--- config.mk ---
export PLATFORM = sky130hd
export DESIGN_NAME = oversampled_uart_transceiver
export DESIGN_NICKNAME = d
export VERILOG_FILES = /design/src/rtl/ouart_pkg.sv /design/src/rtl/ouart_core.sv /design/src/rtl/oversampled_uart_transceiver.sv
export SDC_FILE = /design/constraint.sdc
export NUM_CORES = 1
export LEC_CHECK = 0
export BUFFER_PORTS_ARGS = -buffer_cell sky130_fd_sc_hd__buf_4
export CORE_UTILIZATION = 45
export DETAILED_ROUTE_END_ITERATION = 12
export HOLD_SLACK_MARGIN = 0.05
export SLEW_MARGIN = 20
export SYNTH_ARGS = -nofsm -noshare
export SYNTH_HDL_FRONTEND = slang
export SYNTH_SLANG_ARGS = --single-unit
--- constraint.sdc ---
create_clock -name clk -period 4.65 [get_ports clk]
set_input_delay 0.2325 -clock clk [delete_from_list [all_inputs] [get_ports clk]]
set_output_delay 0.2325 -clock clk [all_outputs]
set_load 0.01 [all_outputs]
--- src/rtl/ouart_pkg.sv ---
// ----------------------------------------------------------------------------
// ouart_pkg
// Types and constants shared by the oversampled UART transceiver modules.
// ----------------------------------------------------------------------------
package ouart_pkg;

  // Configuration register indexes
  localparam logic [0:0] CFG_TICKS_PER_BIT      = 1'd0;
  localparam logic [0:0] CFG_MAJORITY_THRESHOLD = 1'd1;

  localparam logic [7:0] TICKS_PER_BIT_RESET      = 8'd10;
  localparam logic [7:0] MAJORITY_THRESHOLD_RESET = 8'd5;

  // Frame positions, counted in bit windows
  localparam logic [3:0] BIT_START     = 4'd0;
  localparam logic [3:0] BIT_LAST_DATA = 4'd8;
  localparam logic [3:0] BIT_STOP      = 4'd9;

  localparam logic [7:0] COUNT_MAX = 8'hff;

  typedef struct packed {
    logic       rx_level;
    logic       send_request;
    logic [7:0] send_byte;
  } ouart_tick_t;

  typedef struct packed {
    logic       tx_level;
    logic       rx_valid;
    logic [7:0] rx_byte;
    logic       tx_ready;
  } ouart_result_t;

endpackage

--- src/rtl/ouart_core.sv ---
// ----------------------------------------------------------------------------
// ouart_core
// Frame state of the receiver and transmitter, advanced once per tick word.
// ----------------------------------------------------------------------------
module ouart_core (
  input  logic                    clk,
  input  logic                    rst,
  input  logic                    step,
  input  ouart_pkg::ouart_tick_t  tick,
  input  logic [7:0]              ticks_per_bit,
  input  logic [7:0]              majority_threshold,
  output ouart_pkg::ouart_result_t res
);
  import ouart_pkg::*;

  logic       rx_active, rx_active_next;
  logic [7:0] rx_tick_count, rx_tick_count_next;
  logic [7:0] rx_high_count, rx_high_count_next;
  logic [3:0] rx_bit_index, rx_bit_index_next;
  logic [7:0] rx_shift, rx_shift_next;
  logic       tx_busy, tx_busy_next;
  logic [7:0] tx_tick_count, tx_tick_count_next;
  logic [3:0] tx_bit_index, tx_bit_index_next;
  logic [7:0] tx_data, tx_data_next;
  logic       tx_line, tx_line_next;

  logic       rx_start;
  logic [7:0] rx_tick_inc;
  logic [7:0] rx_high_base;
  logic [7:0] rx_high_inc;
  logic [3:0] rx_bit_base;
  logic [7:0] rx_shift_base;
  logic [3:0] rx_pos;
  logic       rx_one;
  logic       rx_valid;
  logic [7:0] tx_tick_inc;
  logic [3:0] tx_bit_inc;
  logic [3:0] tx_pos;

  // Transmitter
  always_comb begin
    tx_busy_next       = tx_busy;
    tx_tick_count_next = tx_tick_count;
    tx_bit_index_next  = tx_bit_index;
    tx_data_next       = tx_data;
    tx_line_next       = tx_line;
    tx_tick_inc        = tx_tick_count + 8'd1;
    tx_bit_inc         = tx_bit_index + 4'd1;
    tx_pos             = tx_bit_inc - 4'd1;
    if (tx_busy) begin
      tx_tick_count_next = tx_tick_inc;
      if (tx_tick_inc >= ticks_per_bit) begin
        tx_tick_count_next = 8'd0;
        tx_bit_index_next  = tx_bit_inc;
        if (tx_bit_inc <= BIT_LAST_DATA) begin
          tx_line_next = tx_data[tx_pos[2:0]];
        end else if (tx_bit_inc == BIT_STOP) begin
          tx_line_next = 1'b1;
        end else begin
          // stop bit done: back to idle
          tx_busy_next      = 1'b0;
          tx_bit_index_next = BIT_START;
          tx_line_next      = 1'b1;
        end
      end
    end else if (tick.send_request) begin
      tx_busy_next       = 1'b1;
      tx_data_next       = tick.send_byte;
      tx_tick_count_next = 8'd0;
      tx_bit_index_next  = BIT_START;
      tx_line_next       = 1'b0;
    end
  end

  // Receiver
  always_comb begin
    rx_start      = !rx_active && !tick.rx_level;
    rx_high_base  = rx_start ? 8'd0 : rx_high_count;
    rx_bit_base   = rx_start ? BIT_START : rx_bit_index;
    rx_shift_base = rx_start ? 8'd0 : rx_shift;
    rx_tick_inc   = (rx_start ? 8'd0 : rx_tick_count) + 8'd1;
    rx_high_inc   = (tick.rx_level && rx_high_base != COUNT_MAX) ?
                    rx_high_base + 8'd1 : rx_high_base;
    rx_pos        = rx_bit_base - 4'd1;
    rx_one        = rx_high_inc > majority_threshold;

    rx_active_next     = rx_active;
    rx_tick_count_next = rx_tick_count;
    rx_high_count_next = rx_high_count;
    rx_bit_index_next  = rx_bit_index;
    rx_shift_next      = rx_shift;
    rx_valid           = 1'b0;

    if (rx_active || rx_start) begin
      rx_active_next     = 1'b1;
      rx_tick_count_next = rx_tick_inc;
      rx_high_count_next = rx_high_inc;
      rx_bit_index_next  = rx_bit_base;
      rx_shift_next      = rx_shift_base;
      if (rx_tick_inc >= ticks_per_bit) begin
        rx_tick_count_next = 8'd0;
        rx_high_count_next = 8'd0;
        if (rx_bit_base == BIT_START) begin
          // high start bit: abandon the frame
          if (rx_one) begin
            rx_active_next = 1'b0;
          end else begin
            rx_bit_index_next = rx_bit_base + 4'd1;
          end
        end else if (rx_bit_base <= BIT_LAST_DATA) begin
          if (rx_one) begin
            rx_shift_next[rx_pos[2:0]] = 1'b1;
          end
          rx_bit_index_next = rx_bit_base + 4'd1;
        end else begin
          rx_valid          = rx_one;
          rx_active_next    = 1'b0;
          rx_bit_index_next = BIT_START;
        end
      end
    end
  end

  always_comb begin
    res.tx_level = tx_line_next;
    res.rx_valid = rx_valid;
    res.rx_byte  = rx_valid ? rx_shift_base : 8'd0;
    res.tx_ready = !tx_busy_next;
  end

  always_ff @(posedge clk) begin
    if (rst) begin
      rx_active     <= 1'b0;
      rx_tick_count <= 8'd0;
      rx_high_count <= 8'd0;
      rx_bit_index  <= BIT_START;
      rx_shift      <= 8'd0;
      tx_busy       <= 1'b0;
      tx_tick_count <= 8'd0;
      tx_bit_index  <= BIT_START;
      tx_data       <= 8'd0;
      tx_line       <= 1'b1;
    end else if (step) begin
      rx_active     <= rx_active_next;
      rx_tick_count <= rx_tick_count_next;
      rx_high_count <= rx_high_count_next;
      rx_bit_index  <= rx_bit_index_next;
      rx_shift      <= rx_shift_next;
      tx_busy       <= tx_busy_next;
      tx_tick_count <= tx_tick_count_next;
      tx_bit_index  <= tx_bit_index_next;
      tx_data       <= tx_data_next;
      tx_line       <= tx_line_next;
    end
  end

endmodule

--- src/rtl/oversampled_uart_transceiver.sv ---
// ----------------------------------------------------------------------------
// oversampled_uart_transceiver
// Tick-driven 8N1 UART with majority-vote receive over each bit window.
// ----------------------------------------------------------------------------
// Each word on the tick channel is one oversampling tick: the sampled
// receive line level plus an optional byte to send. Every accepted tick
// word gives exactly one result word: the transmit line level after that
// tick, a received-byte strobe with its byte, and transmitter readiness.
// A result is registered when its tick word is accepted. One tick word
// can be taken every cycle while tick_stall is low; the frame state updates
// in a single pass and the result register is the only stage.
// When the result consumer stalls, the pending result holds and one more
// tick word lands in a skid register; tick_stall then rises until the skid
// register drains, so no word is lost or repeated.
// Reset returns both receiver and transmitter to idle, the line to high,
// ticks_per_bit to 10 and majority_threshold to 5, and empties the output.
// Write the configuration registers only while no result is outstanding.
// ----------------------------------------------------------------------------
module oversampled_uart_transceiver (
  input  logic                     clk,
  input  logic                     rst,
  input  logic                     tick_valid,
  output logic                     tick_stall,
  input  ouart_pkg::ouart_tick_t   tick,
  output logic                     result_valid,
  input  logic                     result_stall,
  output ouart_pkg::ouart_result_t result,
  input  logic                     cfg_wr_en,
  input  logic [0:0]               cfg_index,
  input  logic [7:0]               cfg_data
);
  import ouart_pkg::*;

  logic          accept;
  logic          take;
  logic [7:0]    ticks_per_bit;
  logic [7:0]    majority_threshold;
  ouart_result_t core_res;
  logic          skid_valid;
  ouart_result_t skid;

  assign tick_stall = skid_valid;
  assign accept     = tick_valid && !skid_valid;
  assign take       = result_valid && !result_stall;

  always_ff @(posedge clk) begin
    if (rst) begin
      ticks_per_bit      <= TICKS_PER_BIT_RESET;
      majority_threshold <= MAJORITY_THRESHOLD_RESET;
    end else if (cfg_wr_en) begin
      unique case (cfg_index)
        CFG_TICKS_PER_BIT:      ticks_per_bit      <= cfg_data;
        CFG_MAJORITY_THRESHOLD: majority_threshold <= cfg_data;
        default: ;
      endcase
    end
  end

  ouart_core u_core (
    .clk                (clk),
    .rst                (rst),
    .step               (accept),
    .tick               (tick),
    .ticks_per_bit      (ticks_per_bit),
    .majority_threshold (majority_threshold),
    .res                (core_res)
  );

  always_ff @(posedge clk) begin
    if (rst) begin
      result_valid <= 1'b0;
      skid_valid   <= 1'b0;
    end else if (skid_valid) begin
      if (take) begin
        skid_valid <= 1'b0;
      end
    end else if (accept) begin
      if (result_valid && !take) begin
        skid_valid <= 1'b1;
      end else begin
        result_valid <= 1'b1;
      end
    end else if (take) begin
      result_valid <= 1'b0;
    end
  end

  // payload: refill from skid first, park a new word if the output is held
  always_ff @(posedge clk) begin
    if (skid_valid) begin
      if (take) begin
        result <= skid;
      end
    end else if (accept) begin
      if (result_valid && !take) begin
        skid <= core_res;
      end else begin
        result <= core_res;
      end
    end
  end

endmodule

# [After elaboration in Yosys (flattened, before gate mapping)]
# Index checks and enable logic that the tools add are counted.
# Widths: inputs -> output; s select.
[classes] add_sub_neg=7 n_lt_le_gt_ge=8 eq_ne=6 n_mux=56 bitwise=4 n_reduce_logical=26
[op_table] cell="$mux 8" n=14
[op_table] cell="$mux 11" n=4
[op_table] cell="$mux 4" n=10
[op_table] cell="$mux 1" n=26
[op_table] cell="$add 8x1->8 const B" n=3
[op_table] cell="$ge 8x8->1" n=2
[op_table] cell="$reduce_and 3->1" n=5
[op_table] cell="$add 4x1->4 const B" n=2
[op_table] cell="$gt 8x8->1" n=1
[op_table] cell="$le 4x4->1 const B" n=2
[op_table] cell="$lt 3x4->1 const B" n=2
[op_table] cell="$ne 2x2->1 const B" n=4
[op_table] cell="$ne 8x8->1 const B" n=1
[op_table] cell="$or 8x8->8" n=1
[op_table] cell="$reduce_and 2->1" n=4
[op_table] cell="$logic_and 1x1->1" n=6
[op_table] cell="$logic_not 1->1" n=6
[op_table] cell="$reduce_bool 2->1" n=3
[op_table] cell="$sub 3x1->3 const B" n=2
[op_table] cell="$eq 4x4->1 const B" n=1
[op_table] cell="$logic_not 4->1" n=1
[op_table] cell="$bmux 1 s3" n=1
[op_table] cell="$demux 1 s3" n=1
[op_table] cell="$ge 3x1->1 const B" n=1
[op_table] cell="2 further kinds" n=4
[totals] reg_bits=91 in_bits=24

# [Longest topological paths before layout]
# Gate-level depths: netlist of the first run.
[depth] ltp_word=15 depth_mapped=18

# [Cells and area by module]
# A second synthesis of the first run with hierarchy kept.
[unflattened] cells_unflattened=519 area_unflattened_um2=4954.8
[by_module_without_submodules] mod="ouart_core" n_inst=1 cells_per_inst=404 area_per_inst_um2=3375.7 seq_area_each_um2=1021.0
[by_module_without_submodules] mod="oversampled_uart_transceiver" n_inst=1 cells_per_inst=115 area_per_inst_um2=1579.0 seq_area_each_um2=1021.0

# [Worst setup path before layout of the first run]
# Ideal clock, no wire load.
[synth_path] kind="register -> register" start="register u_core.rx_active" end="register result[3] (netlist bit) (data pin)" t_arrival_ns=3.927 required_ns=4.520 setup_slack_ns=0.593 path_stages_with_launch=17 n_path_buf=2 period_less_slack_ns=4.057 cell_sequence="dfxtp_1 > or2_2 > clkbuf_1 > clkbuf_1 > and2_1 > ha_1 > nand4_1 > or2_2 > o21ai_0 > mux2_2 > ha_1 > nor2b_1 > o211ai_1 > a21o_1 > a2111oi_4 > and2_1 > mux2_2"
[synth_rtl] item="start: declaration" line="ouart_core.sv:16" rtl="logic rx_active, rx_active_next;"
[synth_rtl] item="start signal: assignment" line="ouart_core.sv:144" rtl="rx_active <= rx_active_next;"
[synth_rtl] item="end signal: assignment" line="oversampled_uart_transceiver.sv:92" rtl="result <= skid;"
[synth_rtl] item="end signal: assignment" line="oversampled_uart_transceiver.sv:98" rtl="result <= core_res;"
[synth_rtl] item="end: declaration" line="oversampled_uart_transceiver.sv:27" rtl="output ouart_pkg::ouart_result_t result,"

==> results of run 1 <==
## cells by family after synthesis
logic type,Yosys count,synth area share [%]
adders and majority gates,32,8.11
buffers and inverters,49,3.93
muxes,18,5.22
xor gates and xnor gates,13,2.30
and+or+nand+nor,224,21.8
AOI/OAI and AO/OA,133,17.4
DFF,91,41.3
## area by class of cell
class / count / area [um^2]
Timing Repair Buffer: 39 / 293
Inverter: 23 / 86.3
Clock buffer: 9 / 124
Tap cell: 136 / 170
Clock inverter: 7 / 57.6
Sequential cell: 91 / 2040
Multi-Input combinational cell: 420 / 2710
Fill cell: 998 / 4980
## metrics by stage
stage               hold WS (ns)  util, %
floorplan                  0.350        -
global placement           0.434     50.6
detailed placement         0.439     50.6
CTS                       0.0604     52.3
global route              0.0746     52.4
finish                    0.0705     52.4
## flip-flops by register name, summed over array words and instances (netlist names)
signal,cells
u_core.tx_tick_count,8
u_core.rx_active,1
u_core.tx_line,1
u_core.rx_tick_count,8
u_core.rx_high_count,8
tick_stall,1
u_core.tx_busy,1
ticks_per_bit,8
u_core.tx_bit_index,4
u_core.rx_shift,8
u_core.tx_data,8
result,11
u_core.rx_bit_index,4
skid,11
result_valid,1
majority_threshold,8
## path summary, 6_finish.rpt
check	endpoint	depth (start not counted)	from	slack, ns
worst max-delay path	result[3]	14	u_core.rx_active	0.47
worst min-delay path	ticks_per_bit[1]	2	cfg_data[1]	0.07
worst max register to register	result[3]	14	u_core.rx_active	0.47
worst min register to register	ticks_per_bit[2]	2	ticks_per_bit[2]	0.46
## layout by cell type, fill, tap and decap left out, drive strengths merged, types with 5 or more instances in the layout
| master | instances |
|---|---|
| xnor2 | 8 |
| or3 | 5 |
| nand2b | 7 |
| a22o | 5 |
| nand2 | 94 |
| and2 | 17 |
| o21a | 5 |
| a211oi | 6 |
| dfxtp | 69 |
| clkbuf | 9 |
| nor3 | 5 |
| a22oi | 6 |
| xor2 | 5 |
| nand3 | 22 |
| nor2 | 35 |
| ha | 32 |
| edfxtp | 22 |
| a21oi | 58 |
| mux2 | 13 |
| nor2b | 6 |
| inv | 28 |
| or2 | 6 |
| buf | 39 |
| nand4 | 7 |
| o21ai | 26 |
## layer usage
layer,up-vias,share of wire (%),GRT usage [%]
li1,2047,-,-
met1,1800,51,27.1
met2,81,44,29.5
met3,11,3.7,4.07
met4,0,1.1,5.58
met5,-,0,0
## critical path: cells and delay by family (launching register included)
family          cells  cell delay (ns)
compound gates      4             1.26
fa+ha+maj           2             0.54
flops               1             0.44
mux                 2             0.57
simple gates        6             1.23
## where the power goes
part | switching [W] | total, W | internal, W | leakage (nW)
Clock | 0.000315 | 0.000519 | 0.000204 | 0.0906
Sequential | 0.0000195 | 0.000858 | 0.000838 | 0.757
Combinational | 0.0000993 | 0.000170 | 0.0000709 | 1.24
Total | 0.000434 | 0.00155 | 0.00111 | 2.09
==> results.py, run 1 <==
metrics = {
    "clocking": {
        "cts_sinks": 91,
        "htreeDepth": 3,
        "clk_pin_slew_ns": 0.10,
        "post_cts_buffers": 0,
        "clockBufferDepth": 2,
        "clock_latency_ns": 0.38,
        "cts_buffers": 9,
        "cts-root-buf": "clkbuf_8",
        "cts-resized-gates": 0,
        "holdBufCountCts": 0,
        "cts_tree": "built",
    },
    "synth": {
        "synthTopCellsByArea": "dfxtp_1 28%, edfxtp_1 13%, ha_1 8.1%",
        "synth_seq_area_share_pct": 41.3,
        "synth_nets": 616,
        "yosysWarningCount": 0,
        "postSynthAreaPerCell_um2": 8.82,
        "synth.largest_area_cell": "dfxtp_1",
        "yosysMostFrequentCell": "nand2_1",
        "async_reset_ff_share_pct": 0,
        "synth.cell_area_mm2": 0.00494,
        "synth_top_area_share_pct": 28.0,
        "yosysUniqueCellTypes": 62,
        "ys_ff_latch": 91,
        "synth.top_cells.by_count": "94 x nand2_1, 69 x dfxtp_1, 57 x a21oi_1",
        "synth_top_flop_cell": "dfxtp_1",
        "synth_edf_count": 22,
        "postSynthCellCount": 560,
    },
    "place": {
        "post-place-ws_ns": 0.526,
        "hpwl_mm": 7.55,
        "place_area_mm2": 0.00530,
        "gp_congestion": 0.875,
        "placedCellCount": 709,
        "port_buffers": 36,
    },
    "global_routing": {
        "grt_pass1_wl_mm": 17.2,
        "antenna_found_initial": 0,
        "track_usage_pct": 19.2,
        "overflow": 0,
        "grt_max_degree": 61,
        "first_global_vias": 3608,
    },
    "sta": {
        "worst_pin_slew_ns": 1.02,
        "min_period_ns": 4.18,
        "rsz0062_at_grt": "no",
        "fin_ws_ns": 0.474,
        "finalHoldViolCount": 0,
        "skew_ns": 0.0100,
        "fin_crit_sh_pct": 89.8,
        "setup_viol": 0,
        "tns_ns": 0,
        "clock.fmax_ghz": 0.239,
        "finalMaxSlewViolations": 0,
        "max_slew_margin_pct": 31.5,
    },
    "min_path": {
        "hp-class": "in2reg",
    },
    "layout": {
        "antennaDiodeCount": 0,
        "drive_gt1_share_pct": 13.9,
        "finalNonFillerCells": 725,
        "stdcell_area_mm2": 0.00548,
        "nets": 640,
        "areaGrowthSynthToFinish_pct": 10.9,
    },
    "power_and_ir_drop": {
        "power_w": 0.00155,
        "pwr_density_cell_mw_per_mm2": 282,
        "ir_drop_mv": 0.128,
        "leakagePower_nw": 2.09,
    },
    "flow_run": {
        "max_cap_violations": 0,
    },
    "worst_setup_path": {
        "cp-start-kind": "flop",
        "path_max_fanout": 10,
        "worstPathRequired_ns": 4.90,
        "critical_path_class": "reg2reg",
        "cp_cell_sequence": "or2_2 > and2_1 > ha_1 > nand4_1 > or2_2 > o21ai_0 > mux2_2 > ha_1 > nor2b_1 > o211ai_1 > a21o_1 > a2111oi_4 > and2_1 > mux2_2",
        "endpoint_kind": "flop",
        "slowest_delay_ns": 0.60,
        "slowest_stage": "a2111oi_4",
        "arrival_ns": 4.43,
    },
    "floorplan": {
        "start_util_pct": 47.2,
        "num_rows": 37,
        "die_h_um": 107,
        "die_area_mm2": 0.0114,
        "dieWidth_um": 107,
        "core_mm2": 0.0105,
        "io_pins": 37,
    },
    "route": {
        "finalWirelength_mm": 10.2,
        "drcViolationCount": 0,
        "antenna_left": 0,
        "first_pass_iters": 5,
        "drtIter0Drc": 307,
        "wl_per_cell_um": 14.1,
        "num_vias": 3939,
        "vias_per_cell": 5.43,
    },
    "run_status": {
        "status": "finished, final reports clean",
    },
}
(Power assumes the default switching activity.)
==> inputs of run 2 (changes only) <==
--- a/config.mk
+++ b/config.mk
@@ -6,6 +6,7 @@
 export NUM_CORES = 1
 export LEC_CHECK = 0
 export BUFFER_PORTS_ARGS = -buffer_cell sky130_fd_sc_hd__buf_4
+export CORE_ASPECT_RATIO = 1.25
 export CORE_UTILIZATION = 45
 export DETAILED_ROUTE_END_ITERATION = 12
 export HOLD_SLACK_MARGIN = 0.05
==> run 2 against run 1 <==
  * Global-route usage up 0.81 points
  * Via count increased by 1.4%
  * Design area up 1.6%
  * Maximum frequency hardly changed
  * Critical path depth unchanged
  * Die area hardly changed
  * Utilization rose by 0.095 points
  * Highest routed layer unchanged
==> results.py, run 2 (synthesis results as in run 1) <==
metrics = {
    "run_status": {
        "status": "finished, final reports clean",
    },
    "layout": {
        "multi_input_area_mm2": 0.00271,
        "nets": 641,
        "drive_gt1_share_pct": 14.1,
        "layout_commonest_cell": "nand2_1",
        "seqCellArea_mm2": 0.00204,
        "largestRegisters": "result x11, skid x11",
        "antennaDiodeCount": 0,
        "areaGrowthSynthToFinish_pct": 12.8,
        "layout_common_cells": "94 x nand2_1, 69 x dfxtp_1, 56 x a21oi_1",
        "fillers": 990,
        "final_util_pct": 52.5,
    },
    "worst_setup_path": {
        "arrival_ns": 4.39,
        "cp_cell_sequence": "or2_2 > and2_1 > ha_1 > nand4_1 > or2_2 > o21ai_0 > mux2_2 > ha_1 > nor2b_1 > o211ai_1 > a21o_1 > a2111oi_4 > and2_1 > mux2_2",
        "path_max_fanout": 10,
        "slowest_delay_ns": 0.62,
        "worstPathRequired_ns": 4.86,
        "ff2ff_setup_slack_ns": 0.47,
        "endpoint_kind": "flop",
        "cp_num_buf_inv": 0,
        "cp_top_family": "compound AO/OA/AOI/OAI gates",
        "cp-start-kind": "flop",
        "slowest_stage": "a2111oi_4",
        "critical_path_class": "reg2reg",
    },
    "sta": {
        "rsz0062_at_grt": "no",
        "min_period_ns": 4.18,
        "clock.fmax_ghz": 0.239,
        "setup_viol": 0,
        "max_slew_margin_pct": 54.9,
        "finalHoldViolCount": 0,
        "fin_crit_sh_pct": 89.9,
        "skew_ns": 0.0119,
        "worst_pin_slew_ns": 0.676,
        "finalMaxSlewViolations": 0,
        "tns_ns": 0,
    },
    "global_routing": {
        "antenna_found_initial": 0,
        "grt_pass1_wl_mm": 17.7,
        "overflow": 0,
        "track_usage_pct": 20.0,
        "grt_max_degree": 61,
        "first_global_vias": 3846,
    },
    "floorplan": {
        "die_h_um": 119,
        "core_mm2": 0.0106,
        "start_util_pct": 46.5,
        "dieWidth_um": 95.7,
        "io_pins": 37,
        "num_rows": 42,
        "die_area_mm2": 0.0114,
    },
    "route": {
        "drtIter0Drc": 141,
        "first_pass_iters": 5,
        "num_vias": 3994,
        "finalWirelength_mm": 10.6,
        "wl_per_cell_um": 14.7,
        "antenna_left": 0,
        "drcViolationCount": 0,
        "vias_per_cell": 5.53,
    },
    "place": {
        "hpwl_mm": 7.70,
        "gp_congestion": 0.895,
        "port_buffers": 36,
    },
    "power_and_ir_drop": {
        "pwr_density_cell_mw_per_mm2": 305,
        "power_w": 0.00170,
        "p_sw_w": 0.000429,
        "switching_share_pct": 25.3,
        "leakagePower_nw": 2.13,
        "pwr-share-comb_pct": 10.1,
        "p_int_w": 0.00127,
        "clkPwrFrac_pct": 39.4,
        "seqPwrFrac_pct": 50.5,
        "ir_drop_mv": 0.166,
    },
    "clocking": {
        "cts_buffers": 9,
        "cts-resized-gates": 0,
        "clockBufferDepth": 2,
        "htreeDepth": 3,
        "clock_latency_ns": 0.34,
        "post_cts_buffers": 0,
        "cts_sinks": 91,
        "cts_tree": "built",
        "cts-root-buf": "clkbuf_16",
        "clk_pin_slew_ns": 0.06,
        "holdBufCountCts": 0,
    },
    "min_path": {
        "hp-class": "in2reg",
    },
    "flow_run": {
        "max_cap_violations": 0,
    },
}
## run 2: changes by cell type in the layout (fill, tap and decap cells not counted)
cell       change
inv_8          -1
inv_6          -3
clkinv_2       +3
clkbuf_8       -9
clkinv_4       +1
clkbuf_16      +9
buf_4          +1
## run 2: worst paths after layout
check / end / depth (start not counted) / from
max: result[3] / 14 / u_core.rx_active
min: ticks_per_bit[1] / 2 / cfg_data[1]
max reg2reg: result[3] / 14 / u_core.rx_active
min reg2reg: u_core.rx_shift[0] / 2 / u_core.rx_shift[0]
## run 2: through the flow
step           setup WS (ns)  instance area [um^2]  cells  hold WS [ns]
2_1_floorplan          0.593                  4940    560         0.350
3_3_place_gp           0.717                  5300    706         0.430
3_5_place_dp           0.518                  5300    706         0.439
4_1_cts                0.459                  5570    722        0.0999
5_1_grt                0.145                  5570    722         0.120
6_report               0.471                  5570    722         0.112
## run 2: layer usage
metal	wire length [um]	up-vias	track usage, %
li1	-	2054	-
met2	5230	75	34.7
met4	176	0	8.86
met1	4890	1851	24.5
met3	336	14	2.11
met5	0	-	0
## run 2: worst register-to-register path, cell delays in order (launching register included)
cell and delay (ns):
dfxtp_1 0.41, or2_2 0.20, and2_1 0.16, ha_1 0.25
nand4_1 0.17, or2_2 0.32, o21ai_0 0.36, mux2_2 0.40
ha_1 0.29, nor2b_1 0.13, o211ai_1 0.12, a21o_1 0.22
a2111oi_4 0.62, and2_1 0.25, mux2_2 0.15
## run 2: power by group through the flow
stage | sequential, W | clock [W] | combinational (W)
2_1_floorplan | 0.000873 | 0 | 0.000111
3_3_place_gp | 0.000875 | 0 | 0.000170
6_report | 0.000858 | 0.000669 | 0.000172
4_1_cts | 0.000859 | 0.000685 | 0.000174
5_1_grt | 0.000863 | 0.000710 | 0.000194
3_5_place_dp | 0.000877 | 0 | 0.000173
## run 2: final cells by class
class / instances / share of cell area (%)
repair buffers: 40 / 5.39
inverters: 23 / 1.55
clock inverters: 7 / 0.786
well taps: 132 / 2.96
flip-flops and latches: 91 / 36.7
clock buffers: 9 / 4.04
multi-input cells: 420 / 48.6
==> inputs of run 3 (changes only) <==
--- a/config.mk
+++ b/config.mk
@@ -5,6 +5,7 @@
 export SDC_FILE = /design/constraint.sdc
 export NUM_CORES = 1
 export LEC_CHECK = 0
+export ABC_AREA = 1
 export BUFFER_PORTS_ARGS = -buffer_cell sky130_fd_sc_hd__buf_4
 export CORE_ASPECT_RATIO = 1.25
 export CORE_UTILIZATION = 45
==> run 3 against run 2 <==
  * Sequential share of layout area down 1.5 points
  * Sequential power up 2%
  * Synthesized cell count up 23%
  * Flip-flop and latch count unchanged
  * Worst hold slack better by 0.017 ns
  * Largest cell class unchanged
  * Count of clock-buffer cells in the layout unchanged
  * Routed wire length up 3.8%
  * Combinational power up 60%
  * Via count up 8.3%
  * Clock skew down 0.0027 ns
  * Design area up 4.2%
==> results.py, run 3 <==
metrics = {
    "layout": {
        "final_util_pct": 52.6,
        "nets": 778,
        "fillers": 1060,
        "drive_gt1_share_pct": 12.0,
        "multi_input_area_mm2": 0.00259,
        "largestRegisters": "result x11, skid x11",
        "layout_common_cells": "160 x nand2_1, 88 x nor2_1, 88 x inv_1",
        "areaGrowthSynthToFinish_pct": 14.4,
        "antennaDiodeCount": 0,
        "layout_commonest_cell": "nand2_1",
        "seqCellArea_mm2": 0.00204,
        "stdcell_area_mm2": 0.00581,
    },
    "worst_setup_path": {
        "timing.rr.end": "result[4]",
        "critPathLaunch": "u_core.rx_active",
        "endpoint": "result[4]",
        "worstPathRequired_ns": 4.86,
        "endpoint_kind": "flop",
        "cp_num_buf_inv": 1,
        "timing.rr.start": "u_core.rx_active",
        "slowest_delay_ns": 0.36,
        "critical_path_class": "reg2reg",
        "arrival_ns": 3.66,
        "path_max_fanout": 9,
        "reg2reg_depth": 19,
        "slowest_stage": "dfxtp_1",
        "ff2ff_setup_slack_ns": 1.20,
        "cp.depth": 19,
        "cp-start-kind": "flop",
        "cp_top_family": "simple AND/OR/NAND/NOR gates",
        "cpMostUsedCell": "nand2_1",
        "cp_cell_sequence": "nor2_2 > nor2_1 > ha_1 > nand3_2 > nor2_2 > a21oi_2 > nand2_1 > and2_1 > ha_1 > nand2_1 > nor2_1 > nand2_1 > nand2_1 > nand2_1 > nor3_4 > inv_4 > nor2_2 > nand2_1 > nand2_1",
    },
    "route": {
        "wl_per_cell_um": 12.8,
        "num_vias": 4326,
        "drcViolationCount": 0,
        "antenna_left": 0,
        "first_pass_iters": 4,
        "vias_per_cell": 5.02,
        "finalWirelength_mm": 11.0,
        "drtIter0Drc": 195,
    },
    "sta": {
        "finalMaxSlewViolations": 0,
        "clock.fmax_ghz": 0.289,
        "fin_hold_ws_ns": 0.129,
        "setup_viol": 0,
        "tns_ns": 0,
        "worst_pin_slew_ns": 0.991,
        "rsz0062_at_grt": "no",
        "finalHoldViolCount": 0,
        "max_slew_margin_pct": 33.5,
        "skew_ns": 0.00919,
        "fin_crit_sh_pct": 74.3,
        "min_period_ns": 3.45,
    },
    "clocking": {
        "cts-root-buf": "clkbuf_16",
        "holdBufCountCts": 0,
        "cts-resized-gates": 0,
        "post_cts_buffers": 0,
        "cts_sinks": 91,
        "htreeDepth": 3,
        "clk_pin_slew_ns": 0.07,
        "cts_buffers": 9,
        "clock_latency_ns": 0.34,
        "cts_tree": "built",
        "clockBufferDepth": 2,
    },
    "power_and_ir_drop": {
        "p_sw_w": 0.000529,
        "switching_share_pct": 26.3,
        "ir_drop_mv": 0.219,
        "clkPwrFrac_pct": 42.7,
        "seqPwrFrac_pct": 43.7,
        "p_int_w": 0.00148,
        "leakagePower_nw": 2.64,
        "pwr_density_cell_mw_per_mm2": 346,
        "pwr-share-comb_pct": 13.7,
        "power_w": 0.00201,
    },
    "synth": {
        "synth_top_flop_cell": "dfxtp_1",
        "synth.largest_area_cell": "dfxtp_1",
        "synth_edf_count": 22,
        "synth.cell_area_mm2": 0.00508,
        "synth.top_cells.by_count": "160 x nand2_1, 89 x inv_1, 88 x nor2_1",
        "yosysMostFrequentCell": "nand2_1",
        "ys_ff_latch": 91,
        "synth_nets": 746,
        "async_reset_ff_share_pct": 0,
        "yosysWarningCount": 0,
        "postSynthCellCount": 690,
        "synth_top_area_share_pct": 27.2,
        "postSynthAreaPerCell_um2": 7.36,
        "synth_seq_area_share_pct": 40.2,
        "synthTopCellsByArea": "dfxtp_1 27%, edfxtp_1 13%, nand2_1 12%",
        "yosysUniqueCellTypes": 38,
    },
    "global_routing": {
        "first_global_vias": 4223,
        "grt_pass1_wl_mm": 19.3,
        "antenna_found_initial": 0,
        "grt_max_degree": 39,
        "overflow": 0,
        "track_usage_pct": 20.3,
    },
    "place": {
        "place_area_mm2": 0.00546,
        "hpwl_mm": 8.25,
        "port_buffers": 36,
        "gp_congestion": 0.870,
    },
    "floorplan": {
        "die_h_um": 121,
        "die_area_mm2": 0.0117,
        "io_pins": 37,
        "start_util_pct": 46.0,
        "num_rows": 43,
        "dieWidth_um": 97.0,
        "core_mm2": 0.0110,
    },
    "flow_run": {
        "max_cap_violations": 0,
    },
    "run_status": {
        "status": "finished, final reports clean",
    },
    "min_path": {
        "hp-class": "in2reg",
    },
}
==> run 3: changes by cell type in the layout (fill, tap and decap cells not counted), moves of 7 or more <==
cell	change
a22oi_1	+7
mux2_2	-13
inv_1	+65
xor2_1	+8
nand2_1	+66
nor2_2	+8
and2_1	-15
a21oi_1	-7
o21ai_0	+15
nor2_1	+54
==> run 3: cell type report <==
| class | instances | area share [%] |
|---|---|---|
| Clock buffer | 9 | 3.88 |
| Clock inverter | 7 | 2.11 |
| Inverter | 95 | 6.18 |
| Multi-Input combinational cell | 485 | 44.6 |
| Sequential cell | 91 | 35.2 |
| Tap cell | 135 | 2.91 |
| Timing Repair Buffer | 40 | 5.17 |
==> run 3: layer usage <==
metal	routed length, um	track usage [%]
met4	187	7.93
met3	384	3.70
met1	5070	24.9
met2	5400	35.3
met5	0	0
==> run 3: tightest hold or removal path, stage by stage <==
cell and delay, ns:
buf_4 0.09, nand2_1 0.05, o211ai_1 0.06
==> run 3: through the flow <==
step / setup WS (ns) / cells
final: 1.20 / 862
after global routing: 0.807 / 862
after CTS: 1.18 / 862
after detailed placement: 1.22 / 846
after global placement: 1.24 / 846
after floorplan: 1.63 / 690
==> run 3: worst min-delay path by stage <==
stage                                  startpoint                       to  depth (start not counted)
final                                 cfg_data[3]         ticks_per_bit[3]                          3
after global routing                  cfg_data[0]    majority_threshold[0]                          3
after CTS                             cfg_data[0]    majority_threshold[0]                          3
after detailed placement  u_core.rx_high_count[5]  u_core.rx_high_count[5]                          2
after global placement             u_core.tx_line           u_core.tx_line                          2
after floorplan                       cfg_data[0]    majority_threshold[0]                          2
==> run 3: power by group through the flow <==
| stage | registers [W] | logic [W] | clock network, W |
|---|---|---|---|
| floorplan | 0.000894 | 0.000192 | 0 |
| global placement | 0.000895 | 0.000271 | 0 |
| detailed placement | 0.000895 | 0.000275 | 0 |
| CTS | 0.000878 | 0.000277 | 0.000875 |
| global route | 0.000883 | 0.000319 | 0.000904 |
| finish | 0.000878 | 0.000275 | 0.000857 |
==> run 3: cell families after synthesis <==
kind of cell	share of synthesized area, %
and+or+nand+nor	26.9
AOI/OAI and AO/OA	13.4
buffers and inverters	8.78
DFF	40.2
adders and majority gates	7.89
xor gates and xnor gates	2.76
